File: config.mk
export PLATFORM = sky130hd
export DESIGN_NAME = sekd_regs
export DESIGN_NICKNAME = d
export VERILOG_FILES = /design/src/design/assert_macros.svh /design/src/design/sekd_pkg.sv /design/src/design/sekd_regs.sv
export SDC_FILE = /design/constraint.sdc
export NUM_CORES = 1
export LEC_CHECK = 0
export BUFFER_PORTS_ARGS = -buffer_cell sky130_fd_sc_hd__buf_2
export CAP_MARGIN = 10
export CORE_ASPECT_RATIO = 1.4
export CORE_MARGIN = 1.5
export CORE_UTILIZATION = 49
export DETAILED_ROUTE_END_ITERATION = 7
export GPL_TIMING_DRIVEN = 0
export PLACE_DENSITY = 0.88
export SETUP_SLACK_MARGIN = 0.1
export SLEW_MARGIN = 30
export SYNTH_ARGS = -nofsm -noshare
export SYNTH_HDL_FRONTEND = slang
export SYNTH_SLANG_ARGS = --single-unit
export TNS_END_PERCENT = 30
File: constraint.sdc
create_clock -name clk -period 2.3 [get_ports clk]
set_input_delay 0.115 -clock clk [delete_from_list [all_inputs] [get_ports clk]]
set_output_delay 0.115 -clock clk [all_outputs]
set_load 0.1 [all_outputs]
File: src/design/assert_macros.svh
// Assertion macros used by the detector top-level design file.
`ifndef ASSERT_MACROS_SVH
`define ASSERT_MACROS_SVH

// Same-cycle implication, checked on every rising edge outside reset.
`define SEKD_ASSERT_SAME(lbl, ante, cons) \
	lbl: assert property (@(posedge clk) disable iff (!arst_n) (ante) |-> (cons)) \
		else $error("sekd assertion failed");

// Next-cycle implication, checked on every rising edge outside reset.
`define SEKD_ASSERT_NEXT(lbl, ante, cons) \
	lbl: assert property (@(posedge clk) disable iff (!arst_n) (ante) |=> (cons)) \
		else $error("sekd assertion failed");

`endif

File: src/design/sekd_pkg.sv
// ----------------------------------------------------------------------------
// sekd_pkg
// Types, widths and register indexes of the subpixel edge keyline detector.
// ----------------------------------------------------------------------------
package sekd_pkg;

	localparam int SUM_W  = 20;
	localparam int PROD_W = 40;
	localparam int D_W    = 37;
	localparam int DEN_W  = 39;
	localparam int REM_W  = 48;
	localparam int Q_W    = 8;
	localparam int ADDR_W = 6;
	localparam int DATA_W = 64;

	localparam logic [2:0] REG_MAG_THR  = 3'd0;
	localparam logic [2:0] REG_GRAD_THR = 3'd1;
	localparam logic [2:0] REG_PN_LIM   = 3'd2;
	localparam logic [2:0] REG_KL_LIM   = 3'd3;
	localparam logic [2:0] REG_WIDTH    = 3'd4;

	typedef struct packed {
		logic [15:0] mag_min;
		logic [39:0] grad_threshold_sq;
		logic [3:0]  pn_limit;
		logic [15:0] keyline_limit;
		logic [12:0] image_width;
	} cfg_t;

	typedef struct packed {
		logic               start_of_frame;
		logic [15:0]        magnitude;
		logic signed [15:0] dog_up_left;
		logic signed [15:0] dog_up;
		logic signed [15:0] dog_up_right;
		logic signed [15:0] dog_left;
		logic signed [15:0] dog_center;
		logic signed [15:0] dog_right;
		logic signed [15:0] dog_down_left;
		logic signed [15:0] dog_down;
		logic signed [15:0] dog_down_right;
	} pix_t;

	typedef struct packed {
		logic               keyline_found;
		logic               limit_reached;
		logic [19:0]        pos_col_fx;
		logic [19:0]        pos_row_fx;
		logic signed [19:0] grad_x_sum;
		logic signed [19:0] grad_y_sum;
		logic [15:0]        keyline_index;
	} res_t;

	typedef struct packed {
		logic load;
		logic sums;
		logic mult;
		logic test;
		logic div_step;
		logic finish;
	} cmd_t;

	typedef struct packed {
		logic pass;
	} stat_t;

	function automatic logic signed [SUM_W-1:0] ext_sum(input logic signed [15:0] v);
		return {{(SUM_W-16){v[15]}}, v};
	endfunction

endpackage

File: src/design/sekd_regs.sv
// ----------------------------------------------------------------------------
// sekd_regs
// APB register file holding the detector configuration.
// ----------------------------------------------------------------------------
module sekd_regs (
	input  logic                        clk,
	input  logic                        arst_n,
	input  logic                        psel,
	input  logic                        penable,
	input  logic                        pwrite,
	input  logic [sekd_pkg::ADDR_W-1:0] paddr,
	input  logic [sekd_pkg::DATA_W-1:0] pwdata,
	output logic [sekd_pkg::DATA_W-1:0] prdata,
	output logic                        pready,
	output sekd_pkg::cfg_t              cfg
);
	import sekd_pkg::*;

	cfg_t       cfg_q;
	logic [2:0] idx;
	logic       wr;

	assign idx    = paddr[ADDR_W-1:3];
	assign wr     = psel && penable && pwrite;
	assign pready = 1'b1;
	assign cfg    = cfg_q;

	always_ff @(posedge clk or negedge arst_n) begin
		if (!arst_n) begin
			cfg_q.mag_min           <= 16'd1000;
			cfg_q.grad_threshold_sq <= '0;
			cfg_q.pn_limit          <= 4'd7;
			cfg_q.keyline_limit     <= 16'd4096;
			cfg_q.image_width       <= 13'd640;
		end else if (wr) begin
			case (idx)
				REG_MAG_THR:  cfg_q.mag_min           <= pwdata[15:0];
				REG_GRAD_THR: cfg_q.grad_threshold_sq <= pwdata[39:0];
				REG_PN_LIM:   cfg_q.pn_limit          <= pwdata[3:0];
				REG_KL_LIM:   cfg_q.keyline_limit     <= pwdata[15:0];
				REG_WIDTH:    cfg_q.image_width       <= pwdata[12:0];
				default: ;
			endcase
		end
	end

	always_comb begin
		case (idx)
			REG_MAG_THR:  prdata = {48'd0, cfg_q.mag_min};
			REG_GRAD_THR: prdata = {24'd0, cfg_q.grad_threshold_sq};
			REG_PN_LIM:   prdata = {60'd0, cfg_q.pn_limit};
			REG_KL_LIM:   prdata = {48'd0, cfg_q.keyline_limit};
			REG_WIDTH:    prdata = {51'd0, cfg_q.image_width};
			default:      prdata = '0;
		endcase
	end
endmodule

=== Word-level counts from Yosys, hierarchy flattened ===
Index checks and enable logic that the tools add are counted.

* Muxes and demuxes: 1
* Equality and inequality tests: 4
* Reductions and logical operators: 8

{| class="wikitable"
|+ Operators by type and width
! cell !! count
|-
| $pmux W40 S5 || 1
|-
| $reduce_and A2 Y1 || 5
|-
| $eq A3 B2 Y1 const B || 2
|-
| $eq A3 B1 Y1 const B || 1
|-
| $eq A3 B3 Y1 const B || 1
|-
| $logic_not A3 Y1 || 1
|-
| $logic_and A1 B1 Y1 || 2
|}

* Register bits: 89
* Output and inout bits: 154
* Logic and storage cells: 18

=== Logic depth before layout (Yosys ltp) ===
* Depth in word-level cells: 3
* Depth in mapped cells: 5

=== Least setup slack after synthesis ===
OpenSTA, ideal clock, no wires.

* Kind: flip-flop to output port
* Start: reg cfg_q, in the netlist cfg[16]
* End: out prdata[3] (netlist name)
* Stages on the path, launching flop included: 4
* Data arrival time: 2.766 ns
* Data required time: 2.185 ns
* Slack: -0.581 ns
* Cells stage by stage: dfrtp_1 mux2_2 a21oi_1 o22ai_1

* Cells in the longest elaborated chain, start to end: 1

{| class="wikitable"
|+ Ends and longest elaborated chain
! element !! RTL line !! text
|-
| start, declared || sekd_regs.sv:19 || <nowiki>cfg_t cfg_q;</nowiki>
|-
| $pmux W40 S5 || sekd_regs.sv:48 || <nowiki>case (idx)</nowiki>
|-
| end, declared || sekd_regs.sv:13 || <nowiki>output logic [sekd_pkg::DATA_W-1:0] prdata,</nowiki>
|}

No other way between the ends.

=== Final worst setup path ===
* Start: in paddr[3] (netlist name)
* End: out prdata[2] (netlist name)

* Cells in the longest elaborated chain, start to end: 2
* Elaborated cells between the ends (all ways): 6
* Classes of those cells: eq/ne: 4; mux: 1; reduce/logical: 1

{| class="wikitable"
|+ Ends and longest elaborated chain
! element !! RTL line !! text
|-
| start, declared || sekd_regs.sv:11 || <nowiki>input logic [sekd_pkg::ADDR_W-1:0] paddr,</nowiki>
|-
| $eq A3 B3 Y1, or another cell as far along || sekd_regs.sv:48 ||
|-
| $pmux W40 S5 (*) || sekd_regs.sv:48 ||
|}

Mark *: on every way between the ends. The rest lies on a longest branch, timed or not.

==> summary.txt <==
Global routing
  – Vias in the first global route: 3,238
  – First-pass GRT wire length: 17.2 mm
  – Largest net degree at the start of global routing: 55
  – Total Routing Usage GR: 24.8%
  – Initial antenna violation count: 0
  – Gr ovfl total: 0

Clock tree
  – Total CTS buffers: 9
  – Clock latency on the worst-skew pair: 0.33 ns
  – TritonCTS clock tree: done
  – CTS Sinks: 89
  – CTS root buf: clkbuf_16
  – Clock H-tree levels: 3
  – Clock buffer depth: 2
  – Setup repair bufs after CTS: 0
  – Clk pin slew, worst setup/hold paths: ~0.06 ns

STA
  – Fin crit period: 2.08 ns
  – Max Transition Viols Final: 0
  – Fin. Hold Viols: 0
  – Setup-failing EPs final: 0
  – Fmax achieved: 0.481 GHz
  – Layout Skew: 0 ns
  – Rel. slew slack: 44.8%
  – RSZ-0062 raised after global routing: yes
  – Fin Hold WS: 0.0121 ns
  – Fin crit share: 90.5%
  – Final WS setup: between 0.2 and 0.25 ns
  – Slew @ Worst Pin: about 0.83 ns

Power and ir drop
  – PD cells: 1300 nW/um^2
  – Tot Pwr: 0.00760 W
  – Leakage: between 3 and 4 nW
  – Worst VDD drop: slightly below 0.0008 V

Setup path
  – R2r endpoint: cfg[16]
  – CP Capture Type: output pin
  – Worst Path Required: about 2.2 ns
  – Crit Reg-Reg Startpoint: cfg[16]
  – Setup CP Type: primary input to output pin
  – Crit start category: primary input
  – Reg2Reg Depth: 1
  – Crit-path max FO: 10
  – R2R Setup Slk: 1.50 ns
  – Crit path DAT: 1.97 ns

Hold path
  – Worst hold start: pwdata[32]
  – Hold path cells: 2
  – Hold/Removal Path Class: primary input to flip-flop
  – WHS Endpoint: cfg[65]

Cells and area
  – Non-filler instance count after layout: 653
  – Multi-input gate area: 1910 sq um
  – Max reg flops: 89
  – Util after Layout: 68.2%
  – Layout cell share with drive strength beyond 1: between 60% and 70%
  – ANT cells: 0
  – Register Area: 2240 sq um
  – # fillers: 613
  – Final net count: 618
  – Synthesis-to-finish area growth: 35.4%

Floorplanning
  – # rows: 40
  – Core region area: 8560 sq um
  – Initial Util: 50.4%
  – Die width: 82.3 microns
  – Die H: 114 microns
  – Die ar.: 9380 sq um
  – Top Ports: approximately 230

Detailed routing
  – Drt first pass iters: 4
  – Post-detailed-route count of antenna-violating nets: 0
  – WL/cell: 17.4 microns
  – Vias per inst: 5.11
  – Initial drt markers: 113
  – Final WL: about 11 mm
  – Vias: roughly 3,300
  – DRC: 0

Synth
  – Synthesis-stage register bit count: 89
  – Yosys Warn Count: 0
  – Syn Area/Cell: 13.0 sq um
  – Mapped cell area: approximately 4300 sq um
  – Post-synthesis sequential area ratio: 52.0%
  – Post-synth cell types: 31
  – Mapped Cells: 331

Place
  – Post-DP HPWL: around 8.4 mm
  – # port buffers: 176
  – Post-Place Worst Slack: 0.193 ns
  – Dpl cells: 636
  – GP Congestion: 0.904

Outcome
  – Status: finished, final reports clean

Flow run
  – MaxCap Viol Count: 0
[layout by cell type (no fill, tap or decap), types with 2 or more instances in the layout]
| cell | count |
|---|---|
| buf_2 | 181 |
| mux2_2 | 83 |
| nor2_1 | 5 |
| buf_6 | 2 |
| and2_1 | 24 |
| mux2i_1 | 12 |
| o21a_1 | 3 |
| a21oi_1 | 4 |
| nor3b_1 | 5 |
| clkbuf_1 | 7 |
| nand2_1 | 19 |
| a22oi_1 | 4 |
| clkbuf_8 | 5 |
| conb_1 | 25 |
| o221ai_1 | 8 |
| clkbuf_16 | 9 |
| mux2_4 | 10 |
| dfrtp_1 | 77 |
| dfstp_2 | 12 |
| nand3_1 | 4 |
| buf_1 | 2 |
| buf_4 | 27 |
| o22ai_4 | 3 |
| clkbuf_2 | 2 |
[report_power, final]
group	total, W	switching (W)	internal (W)	leakage (nW)
combinational	0.00389	0.00325	0.000640	1.84
clock	0.00156	0.000572	0.000991	0.162
sequential	0.00214	0.000237	0.00190	1.11
[per-layer routing]
layer / vias to the layer above / track usage [%] / share of wire (%)
met5: - / 0 / 0
met4: 0 / 9.60 / 1.7
met3: 14 / 4.32 / 5.1
met2: 129 / 42.0 / 53
met1: 1650 / 30.9 / 40
li1: 1541 / - / -
[what timing repair did]
item,CTS,global route
hold endpoints to repair,35,0
hold buffers,1,0
setup endpoints to repair,0,10
gates resized for setup,0,4
[worst max-delay path, cell delays in order]
cell     delay [ns]
buf_2          0.10
buf_2          0.22
buf_2          0.38
nor2b_1        0.35
a22oi_1        0.16
o22ai_4        0.19
buf_2          0.45
[cell usage after synthesis]
| cell type | number | area [sq um] |
|---|---|---|
| buf_6 | 1 | 11.3 |
| buf_12 | 1 | 20.0 |
| or2_2 | 1 | 6.26 |
| conb_1 | 2 | 7.51 |
| o221ai_1 | 9 | 78.8 |
| nand2b_1 | 1 | 6.26 |
| buf_1 | 2 | 7.51 |
| o21a_1 | 3 | 22.5 |
| nand2_1 | 19 | 71.3 |
| nand3_1 | 4 | 20.0 |
| nor2_1 | 5 | 18.8 |
| a21oi_1 | 4 | 20.0 |
| a22oi_1 | 4 | 30.0 |
| nor3b_2 | 1 | 12.5 |
| buf_4 | 27 | 203 |
| o22ai_1 | 4 | 25.0 |
| buf_2 | 6 | 30.0 |
| or3_1 | 1 | 6.26 |
| dfstp_2 | 12 | 315 |
| nor2b_1 | 1 | 6.26 |
| and2_1 | 24 | 150 |
| and3b_1 | 1 | 8.76 |
| dfrtp_1 | 77 | 1930 |
| nor3b_1 | 5 | 37.5 |
| mux2_2 | 83 | 935 |
| and2b_1 | 1 | 7.51 |
| mux2_4 | 10 | 150 |
| clkbuf_1 | 8 | 30.0 |
| mux2i_1 | 12 | 120 |
| nand4b_4 | 1 | 23.8 |
| nor2_2 | 1 | 6.26 |
[cell families (layout without fill, tap and decap cells)]
kind of cell | Yosys count | in the layout | synth area share [%]
and+or+nand+nor | 66 | 66 | 8.85
other | 2 | 25 | 0.174
DFF | 89 | 89 | 52.0
buffers and inverters | 45 | 239 | 6.99
muxes | 105 | 105 | 27.9
AOI/OAI and AO/OA | 24 | 24 | 4.09
[cell type report]
cell class              instances  share of cell area [%]
clock buffers                  15                    5.10
plain buffers                  45                    5.21
multi-input cells             220                    32.7
flip-flops and latches         89                    38.4
well taps                     105                    2.25
clock inverters                 1                   0.514
repair buffers                178                    15.8
[stage by stage]
stage | TNS, ns | area, sq um
4_1_cts | 0 | 5840
2_1_floorplan | -4.50 | 4450
5_1_grt | 0 | 5840
6_report | 0 | 5840
3_3_place_gp | 0 | 5470
3_5_place_dp | 0 | 5500
[how the worst max path moves through the flow]
stage / start / endpoint / cells after the start
finish: paddr[3] / prdata[2] / 7
CTS: paddr[5] / prdata[4] / 6
detailed placement: paddr[5] / prdata[4] / 6
global route: paddr[4] / prdata[0] / 6
global placement: paddr[4] / prdata[1] / 6
floorplan: cfg[11] / prdata[11] / 2
(Power assumes the default switching activity.)
