$ cat config.mk
export PLATFORM = sky130hd
export DESIGN_NAME = sekd_ctrl
export DESIGN_NICKNAME = d
export VERILOG_FILES = /design/src/design/assert_macros.svh /design/src/design/sekd_pkg.sv /design/src/design/sekd_ctrl.sv
export SDC_FILE = /design/constraint.sdc
export NUM_CORES = 1
export LEC_CHECK = 0
export BUFFER_PORTS_ARGS = -buffer_cell sky130_fd_sc_hd__buf_2
export CAP_MARGIN = 20
export CORE_UTILIZATION = 34
export DETAILED_ROUTE_END_ITERATION = 8
export SYNTH_ARGS = -nofsm -noshare
export SYNTH_HDL_FRONTEND = slang
export SYNTH_SLANG_ARGS = --single-unit
$ cat constraint.sdc
create_clock -name clk -period 1.66 [get_ports clk]
set_clock_uncertainty 0.05 [all_clocks]
set_input_delay 0.498 -clock clk [delete_from_list [all_inputs] [get_ports clk]]
set_output_delay 0.498 -clock clk [all_outputs]
set_load 0.01 [all_outputs]
$ cat src/design/assert_macros.svh
// Assertion macros used by the detector top-level design file.
`ifndef ASSERT_MACROS_SVH
`define ASSERT_MACROS_SVH

// Same-cycle implication, checked on every rising edge outside reset.
`define SEKD_ASSERT_SAME(lbl, ante, cons) \
	lbl: assert property (@(posedge clk) disable iff (!arst_n) (ante) |-> (cons)) \
		else $error("sekd assertion failed");

// Next-cycle implication, checked on every rising edge outside reset.
`define SEKD_ASSERT_NEXT(lbl, ante, cons) \
	lbl: assert property (@(posedge clk) disable iff (!arst_n) (ante) |=> (cons)) \
		else $error("sekd assertion failed");

`endif

$ cat src/design/sekd_pkg.sv
// ----------------------------------------------------------------------------
// sekd_pkg
// Types, widths and register indexes of the subpixel edge keyline detector.
// ----------------------------------------------------------------------------
package sekd_pkg;

	localparam int SUM_W  = 20;
	localparam int PROD_W = 40;
	localparam int D_W    = 37;
	localparam int DEN_W  = 39;
	localparam int REM_W  = 48;
	localparam int Q_W    = 8;
	localparam int ADDR_W = 6;
	localparam int DATA_W = 64;

	localparam logic [2:0] REG_MAG_THR  = 3'd0;
	localparam logic [2:0] REG_GRAD_THR = 3'd1;
	localparam logic [2:0] REG_PN_LIM   = 3'd2;
	localparam logic [2:0] REG_KL_LIM   = 3'd3;
	localparam logic [2:0] REG_WIDTH    = 3'd4;

	typedef struct packed {
		logic [15:0] mag_min;
		logic [39:0] grad_threshold_sq;
		logic [3:0]  pn_limit;
		logic [15:0] keyline_limit;
		logic [12:0] image_width;
	} cfg_t;

	typedef struct packed {
		logic               start_of_frame;
		logic [15:0]        magnitude;
		logic signed [15:0] dog_up_left;
		logic signed [15:0] dog_up;
		logic signed [15:0] dog_up_right;
		logic signed [15:0] dog_left;
		logic signed [15:0] dog_center;
		logic signed [15:0] dog_right;
		logic signed [15:0] dog_down_left;
		logic signed [15:0] dog_down;
		logic signed [15:0] dog_down_right;
	} pix_t;

	typedef struct packed {
		logic               keyline_found;
		logic               limit_reached;
		logic [19:0]        pos_col_fx;
		logic [19:0]        pos_row_fx;
		logic signed [19:0] grad_x_sum;
		logic signed [19:0] grad_y_sum;
		logic [15:0]        keyline_index;
	} res_t;

	typedef struct packed {
		logic load;
		logic sums;
		logic mult;
		logic test;
		logic div_step;
		logic finish;
	} cmd_t;

	typedef struct packed {
		logic pass;
	} stat_t;

	function automatic logic signed [SUM_W-1:0] ext_sum(input logic signed [15:0] v);
		return {{(SUM_W-16){v[15]}}, v};
	endfunction

endpackage

$ cat src/design/sekd_ctrl.sv
// ----------------------------------------------------------------------------
// sekd_ctrl
// Sequencer of the detector: steps one pixel through sums, products,
// tests, the offset division and the result register.
// ----------------------------------------------------------------------------
module sekd_ctrl (
	input  logic            clk,
	input  logic            arst_n,
	input  logic            in_valid,
	output logic            in_ready,
	output logic            out_valid,
	input  logic            out_ready,
	output sekd_pkg::cmd_t  cmd,
	input  sekd_pkg::stat_t st
);
	import sekd_pkg::*;

	localparam logic [2:0] ST_IDLE = 3'd0;
	localparam logic [2:0] ST_SUM  = 3'd1;
	localparam logic [2:0] ST_MUL  = 3'd2;
	localparam logic [2:0] ST_TST  = 3'd3;
	localparam logic [2:0] ST_DIV  = 3'd4;
	localparam logic [2:0] ST_FIN  = 3'd5;

	logic [2:0]     state_q, state_d;
	logic [Q_W-1:0] cnt_q;
	logic           ov_q;
	logic           fin_ok;

	assign in_ready  = (state_q == ST_IDLE);
	assign out_valid = ov_q;
	assign fin_ok    = (state_q == ST_FIN) && (!ov_q || out_ready);

	always_comb begin
		cmd          = '0;
		cmd.load     = in_ready && in_valid;
		cmd.sums     = (state_q == ST_SUM);
		cmd.mult     = (state_q == ST_MUL);
		cmd.test     = (state_q == ST_TST);
		cmd.div_step = (state_q == ST_DIV) && st.pass;
		cmd.finish   = fin_ok;
	end

	always_comb begin
		state_d = state_q;
		case (state_q)
			ST_IDLE: if (in_valid) state_d = ST_SUM;
			ST_SUM:  state_d = ST_MUL;
			ST_MUL:  state_d = ST_TST;
			ST_TST:  state_d = ST_DIV;
			ST_DIV:  if (!st.pass || cnt_q == Q_W'(Q_W - 1)) state_d = ST_FIN;
			ST_FIN:  if (fin_ok) state_d = ST_IDLE;
			default: state_d = ST_IDLE;
		endcase
	end

	always_ff @(posedge clk or negedge arst_n) begin
		if (!arst_n) begin
			state_q <= ST_IDLE;
			cnt_q   <= '0;
			ov_q    <= 1'b0;
		end else begin
			state_q <= state_d;
			if (state_q == ST_DIV) begin
				cnt_q <= cnt_q + 1'b1;
			end else begin
				cnt_q <= '0;
			end
			if (fin_ok) begin
				ov_q <= 1'b1;
			end else if (out_ready) begin
				ov_q <= 1'b0;
			end
		end
	end
endmodule

Word level (Yosys, flattened, before mapping)
Index checks and enable logic that the tools add are counted.

Register bits: 12. Input port bits: 5. Output and inout port bits: 8. Word-level logic and storage cells: 30.

$add $sub $neg: 1. Eq/ne operators: 9. Multiplexer cells: 7. Reduce and logical (&&, ||, !) cells: 10.

Operator list (count): case mux 3 bit (6 select lines) (1); two-way mux 3 bit (3); adder 8 x 1 -> 8 bit, second input constant (1); equality test 8 x 3 -> 1 bit, second input constant (1); two-way mux 8 bit (1); equality test 3 x 2 -> 1 bit, second input constant (2); equality test 3 bit, second input constant (2); inequality test 2 bit, second input constant (2); equality test 3 x 1 -> 1 bit, second input constant (1); logical AND 1 bit (3); logical NOT 3 bit (1); AND reduction 3 bit (1); logical NOT 1 bit (2); logical OR 1 bit (2); two-way mux 1 bit (2); inequality test 2 x 1 -> 1 bit, second input constant (1); nonzero test 2 bit (1).

Logic depth before layout (Yosys ltp)
Gate-level depths: netlist (run 1).

Depth in word-level cells: 5. Mapped depth: 4. Mapped depth without buffers: 4.

Worst setup path before layout (run 1)
OpenSTA, ideal clock, no wires.

Path type: register -> output. From: register state_q[2]. To: output cmd[5] in the netlist's numbering. Arrival time: 1122 ps. Data required time: 1112 ps. Slack: -10 ps. Stages on the path, launching flop included: 4. Buffers on the path: 1. Cell sequence: dfrtp_1 clkbuf_1 nor3_1 and2_1.

RTL lines: start, declared (line sekd_ctrl.sv:25) `logic [2:0] state_q, state_d;`; start signal, assigned (line sekd_ctrl.sv:63) `state_q <= state_d;`; end, declared (line sekd_ctrl.sv:13) `output sekd_pkg::cmd_t cmd,`.

==> reports/metrics.cfg, run 1 <==
[outcome]
status = finished, violations left
violations = negative setup slack

[setup_path]
crit_chain = and4bb_2 > buf_6
crit_arrival_ns = 1.19
critical_path.top_delay_family = flip-flops
max_stage_delay_ns = 0.46
critPathMaxFanout = 6
criticalPathCategory = register to output pin
endpoint_kind = output pin
cp_slowest_cell = dfrtp_2
critPathBufInv = 1
required_ns = 1.11
cp-start-kind = register

[floorplan]
ios = 13
die_height_um = 44.2
die_w_um = 44.2
floorplan.initialDensity_pct = 38.1
fp.dieArea_mm2 = 0.00196
fp-row-count = 14
coreArea_mm2 = 0.00159

[detailed_routing]
met2_length_um = 604
avgViaCountPerCell = 4.90
firstDrtPassIters = 6
top_layer = met4
vias = 529
antenna_left = 0
drt-initial-drc-count = 15
routed_wl_mm = 1.31
drcViolationCount = 0
dr_wl_met3_um = 55
wire_per_inst_um = 12.2
drt-met1-wl_um = 641

[yosys]
synth-seq-area-share_pct = 49.5
yosysTopAreaCellShare_pct = 49.5
synth_flop_cell = dfrtp_1
syn-num-nets = 69
synth.top_cells.by_area = dfrtp_1, nor2_1, a21oi_1, or3_1, xnor2_1
yosysMostFrequentCell = dfrtp_1
avgSynthCellArea_um2 = 9.63
synth_common_cells = dfrtp_1, nor2_1, a21oi_1, clkbuf_1, nand2_1
synthesis.area_um2 = 607
ys_types = 27
synth_top_area_cell = dfrtp_1
ys_ff_latch = 12
synth_warnings = 0
postSynthCellCount = 63
synthArstFlopShare_pct = 100
synth-edff-count = 0

[finish]
fin_cells = 108
fin_nets = 91
syn_to_final_growth_pct = 37.1
antenna_cells = 0
fillCellCount = 145
final_layout_size_suffix_gt1_share_pct = 40.5

[global_routing]
grt_overflow = 0
grtUsageTotal_pct = 14.9
antenna_found_initial = 0
grt_first_pass_wirelength_mm = 2.08
grt_max_degree = 13
grt_pass1_vias = 498

[cts]
cts_inserted_buffers = 3
cts_max_path_buffers = 2
clock_sinks = 12
clk_latency_ns = 0.27
ctsHtreeMaxLevel = 1
tritoncts = done
clk_pin_slew_ns = 0.07
root_buffer = clkbuf_4

[power_and_ir_drop]
power.density_mw_per_mm2 = 1430
vdd_drop_max_mv = 0.964
finalPower_mw = 1.19
p_leak_nw = 0.381

[sta]
worst_pin_slew_ns = 0.291
final_max_slew_viol_count = 0
period_share_pct = 104
fmax_mhz = 577
final_hold_viol_count = 0
rsz0062_at_grt = yes
layout_setup_ws_ns = -0.0744
slew-limit-headroom_pct = 80.6
fin_setup_tns_ns = -0.269
finalCriticalPeriod_ns = 1.73
finalSetupViolCount = 5

[placed_design]
io_buffers = 12
post-place-ws_ns = 0.110
place_congestion = 0.761
place_hpwl_um = 776
dp.cells = 95

[min_path]
holdCritPathClass = input port to asynchronous set/reset pin

[flow_run]
max-cap-violations = 0

final cells by class:
cell class | count | area, µm² | share of cell area [%]
Timing Repair Buffer | 22 | 151 | 18.2
Clock buffer | 4 | 36.3 | 4.36
Tap cell | 24 | 30.0 | 3.61
Sequential cell | 12 | 304 | 36.5
Inverter | 1 | 3.75 | 0.451
Multi-Input combinational cell | 45 | 307 | 36.8
state kept, by name (all words and copies together), names as in the netlist:
signal	flops
cnt_q	8
out_valid	1
state_q	3
timing repair:
| action | CTS | global route |
|---|---|---|
| setup buffers | 9 | 0 |
| hold buffers | 0 | 0 |
| setup endpoints to repair | 7 | 7 |
| pin swaps | 3 | 0 |
| resized for setup | 9 | 3 |
through the flow:
step / area, µm² / utilization [%] / hold slack, ns
after floorplan: 612 / - / 0.152
after global placement: 687 / 43.1 / 0.341
after detailed placement: 687 / 43.1 / 0.340
after CTS: 816 / 51.2 / 0.0425
after global routing: 832 / 52.2 / 0.0453
final: 832 / 52.2 / 0.0397
placed cells by master (no fill, tap or decap), drive strengths merged, types with 2 or more instances in the layout:
cell / count
or3: 3
nor2: 7
xnor2: 2
nand2: 4
dfrtp: 12
nor3b: 2
o21ai: 3
a21oi: 5
nand3: 3
xor2: 2
buf: 22
clkbuf: 4
path summary, 6_finish.rpt:
| kind | startpoint | to | slack, ns | depth (start not counted) |
|---|---|---|---|---|
| setup reg to reg | cnt_q[4]$_DFF_PN0_ | state_q[0]$_DFFE_PN0P_ | 0.23 | 3 |
| setup / recovery | state_q[1]$_DFFE_PN0P_ | cmd[1] | -0.07 | 2 |
| max in group asynchronous | arst_n | state_q[0]$_DFFE_PN0P_ | 1.29 | 1 |
| hold reg to reg | cnt_q[0]$_DFF_PN0_ | cnt_q[0]$_DFF_PN0_ | 0.45 | 1 |
| hold / removal | arst_n | cnt_q[7]$_DFF_PN0_ | 0.04 | 1 |
| min in group clk | cnt_q[0]$_DFF_PN0_ | cnt_q[0]$_DFF_PN0_ | 0.45 | 1 |
logic make-up (layout without fill, tap and decap cells):
family	after synthesis	after routing	synth area share (%)
buffers and inverters	6	27	4.33
adder cells (fa/ha/maj)	1	1	2.06
AND/OR/NAND/NOR	28	28	25.8
XOR/XNOR	4	4	5.77
AO/OA/AOI/OAI	12	12	12.6
flip-flops	12	12	49.5
per-layer routing:
metal / vias to the layer above / GRT usage (%)
li1: 257 / -
met3: 2 / 7.35
met5: - / 0
met4: 0 / 3.64
met2: 10 / 22.9
met1: 260 / 18.9
where the power goes:
group	total, mW	leakage (nW)	internal (mW)	switching (mW)
registers	0.433	0.159	0.346	0.0865
logic	0.523	0.201	0.283	0.240
clock network	0.230	0.0210	0.133	0.0966
total	1.19	0.381	0.763	0.423
Power figures use the tool's default switching activity.
==> run 2: changes to the inputs <==
- clock period: 1.66 -> 1.95 ns (I/O delays scaled with it)
==> reports/metrics.cfg, run 2 (synthesis gave the netlist of run 1 again) <==
[outcome]
status = complete, no violations

[min_path]
holdCritPathClass = input port to asynchronous set/reset pin

[sta]
final_hold_viol_count = 0
period_share_pct = 97.4
finalSetupViolCount = 0
rsz0062_at_grt = yes
final_max_slew_viol_count = 0
fin_setup_tns_ns = 0
finalCriticalPeriod_ns = 1.90
layout_setup_ws_ns = 0.0507
fmax_mhz = 527
slew-limit-headroom_pct = 79.7
worst_pin_slew_ns = 0.305

[setup_path]
criticalPathCategory = register to output pin
crit_chain = nor3_1 > and2_1 > buf_2
max_stage_delay_ns = 0.47
cp_slowest_cell = dfrtp_2
endpoint_kind = output pin
r2r_end = state_q[0]$_DFFE_PN0P_
required_ns = 1.31
crit_arrival_ns = 1.26
reg2reg_depth = 3
r2r_start = cnt_q[4]$_DFF_PN0_
rrSetupSlack_ns = 0.48
critPathMaxFanout = 11
cp-start-kind = register

[global_routing]
grt_first_pass_wirelength_mm = 1.84
antenna_found_initial = 0
grt_overflow = 0
grt_max_degree = 13
grtUsageTotal_pct = 13.0
grt_pass1_vias = 443

[power_and_ir_drop]
finalPower_mw = 0.816
vdd_drop_max_mv = 0.599
p_leak_nw = 0.326
power.density_mw_per_mm2 = 1140

[floorplan]
die_w_um = 44.2
die_height_um = 44.2
floorplan.initialDensity_pct = 38.1
coreArea_mm2 = 0.00159
fp-row-count = 14
ios = 13
fp.dieArea_mm2 = 0.00196

[cts]
cts_hold_buf = 0
root_buffer = clkbuf_4
clk_pin_slew_ns = 0.08
cts_inserted_buffers = 3
tritoncts = done
clock_sinks = 12
cts_max_path_buffers = 2
clk_latency_ns = 0.27
ctsHtreeMaxLevel = 1

[placed_design]
io_buffers = 12
place_hpwl_um = 773
place_congestion = 0.697
post-place-ws_ns = 0.153

[detailed_routing]
drt-initial-drc-count = 10
firstDrtPassIters = 5
antenna_left = 0
routed_wl_mm = 1.09
drcViolationCount = 0
avgViaCountPerCell = 4.70
vias = 461
wire_per_inst_um = 11.1

[finish]
top_register = cnt_q
fin_nets = 81
largest_reg_flops = 8
syn_to_final_growth_pct = 17.7
post-route-util_pct = 44.8
antenna_cells = 0
final_common_cell = buf_2
mostFrequentLayoutCells = buf_2, dfrtp_1, nor2_1
final_layout_size_suffix_gt1_share_pct = 28.4

[flow_run]
max-cap-violations = 0

[run 2: power by group]
group / leakage [nW] / switching (mW) / internal, mW
logic: 0.146 / 0.124 / 0.126
registers: 0.159 / 0.0788 / 0.295
clock network: 0.0210 / 0.0785 / 0.114
total: 0.326 / 0.282 / 0.534
[run 2: metal layers]
layer	global-route usage (%)	up-vias	share of wire, %
li1	-	240	-
met2	18.8	8	44
met3	6.53	0	4.9
met5	0	-	0
met4	4.85	0	0
met1	16.6	213	51
[run 2: worst max path at each step]
stage,startpoint,endpoint,slack [ns],cells after the start
6_report,state_q[2]$_DFFE_PN0P_,cmd[5],0.05,3
4_1_cts,state_q[1]$_DFFE_PN0P_,cmd[0],0.02,3
3_5_place_dp,out_ready,cmd[0],0.15,4
3_3_place_gp,out_ready,cmd[0],0.19,4
2_1_floorplan,state_q[2]$_DFFE_PN0P_,cmd[5],0.19,3
5_1_grt,state_q[2]$_DFFE_PN0P_,cmd[5],-0.02,3
[run 2: area by class of cell]
cell class | instances | area (µm²)
multi-input cells | 45 | 280
clock buffers | 4 | 36.3
well taps | 24 | 30.0
fillers | 165 | 880
flip-flops and latches | 12 | 304
repair buffers | 12 | 60.1
inverters | 1 | 3.75
[run 2: what timing repair did]
| item | in CTS | in global routing |
|---|---|---|
| endpoints found under the setup margin | 0 | 2 |
| setup buffers | 0 | 0 |
| hold endpoints to repair | 0 | 0 |
| gates resized for setup | 0 | 3 |
[run 2: worst max-delay path: cells and delay by family, from the launching register on]
kind                   cells  cell delay (ns)
DFF                        1             0.47
buffers and inverters      1             0.12
and+or+nand+nor            2             0.40
[run 2: per-stage QoR]
stage          instance area (µm²)  hold slack, ns  cells
2_1_floorplan                  607           0.239     63
3_3_place_gp                   674           0.426     94
3_5_place_dp                   674           0.422     94
4_1_cts                        711           0.125     98
5_1_grt                        714           0.126     98
6_report                       714           0.121     98
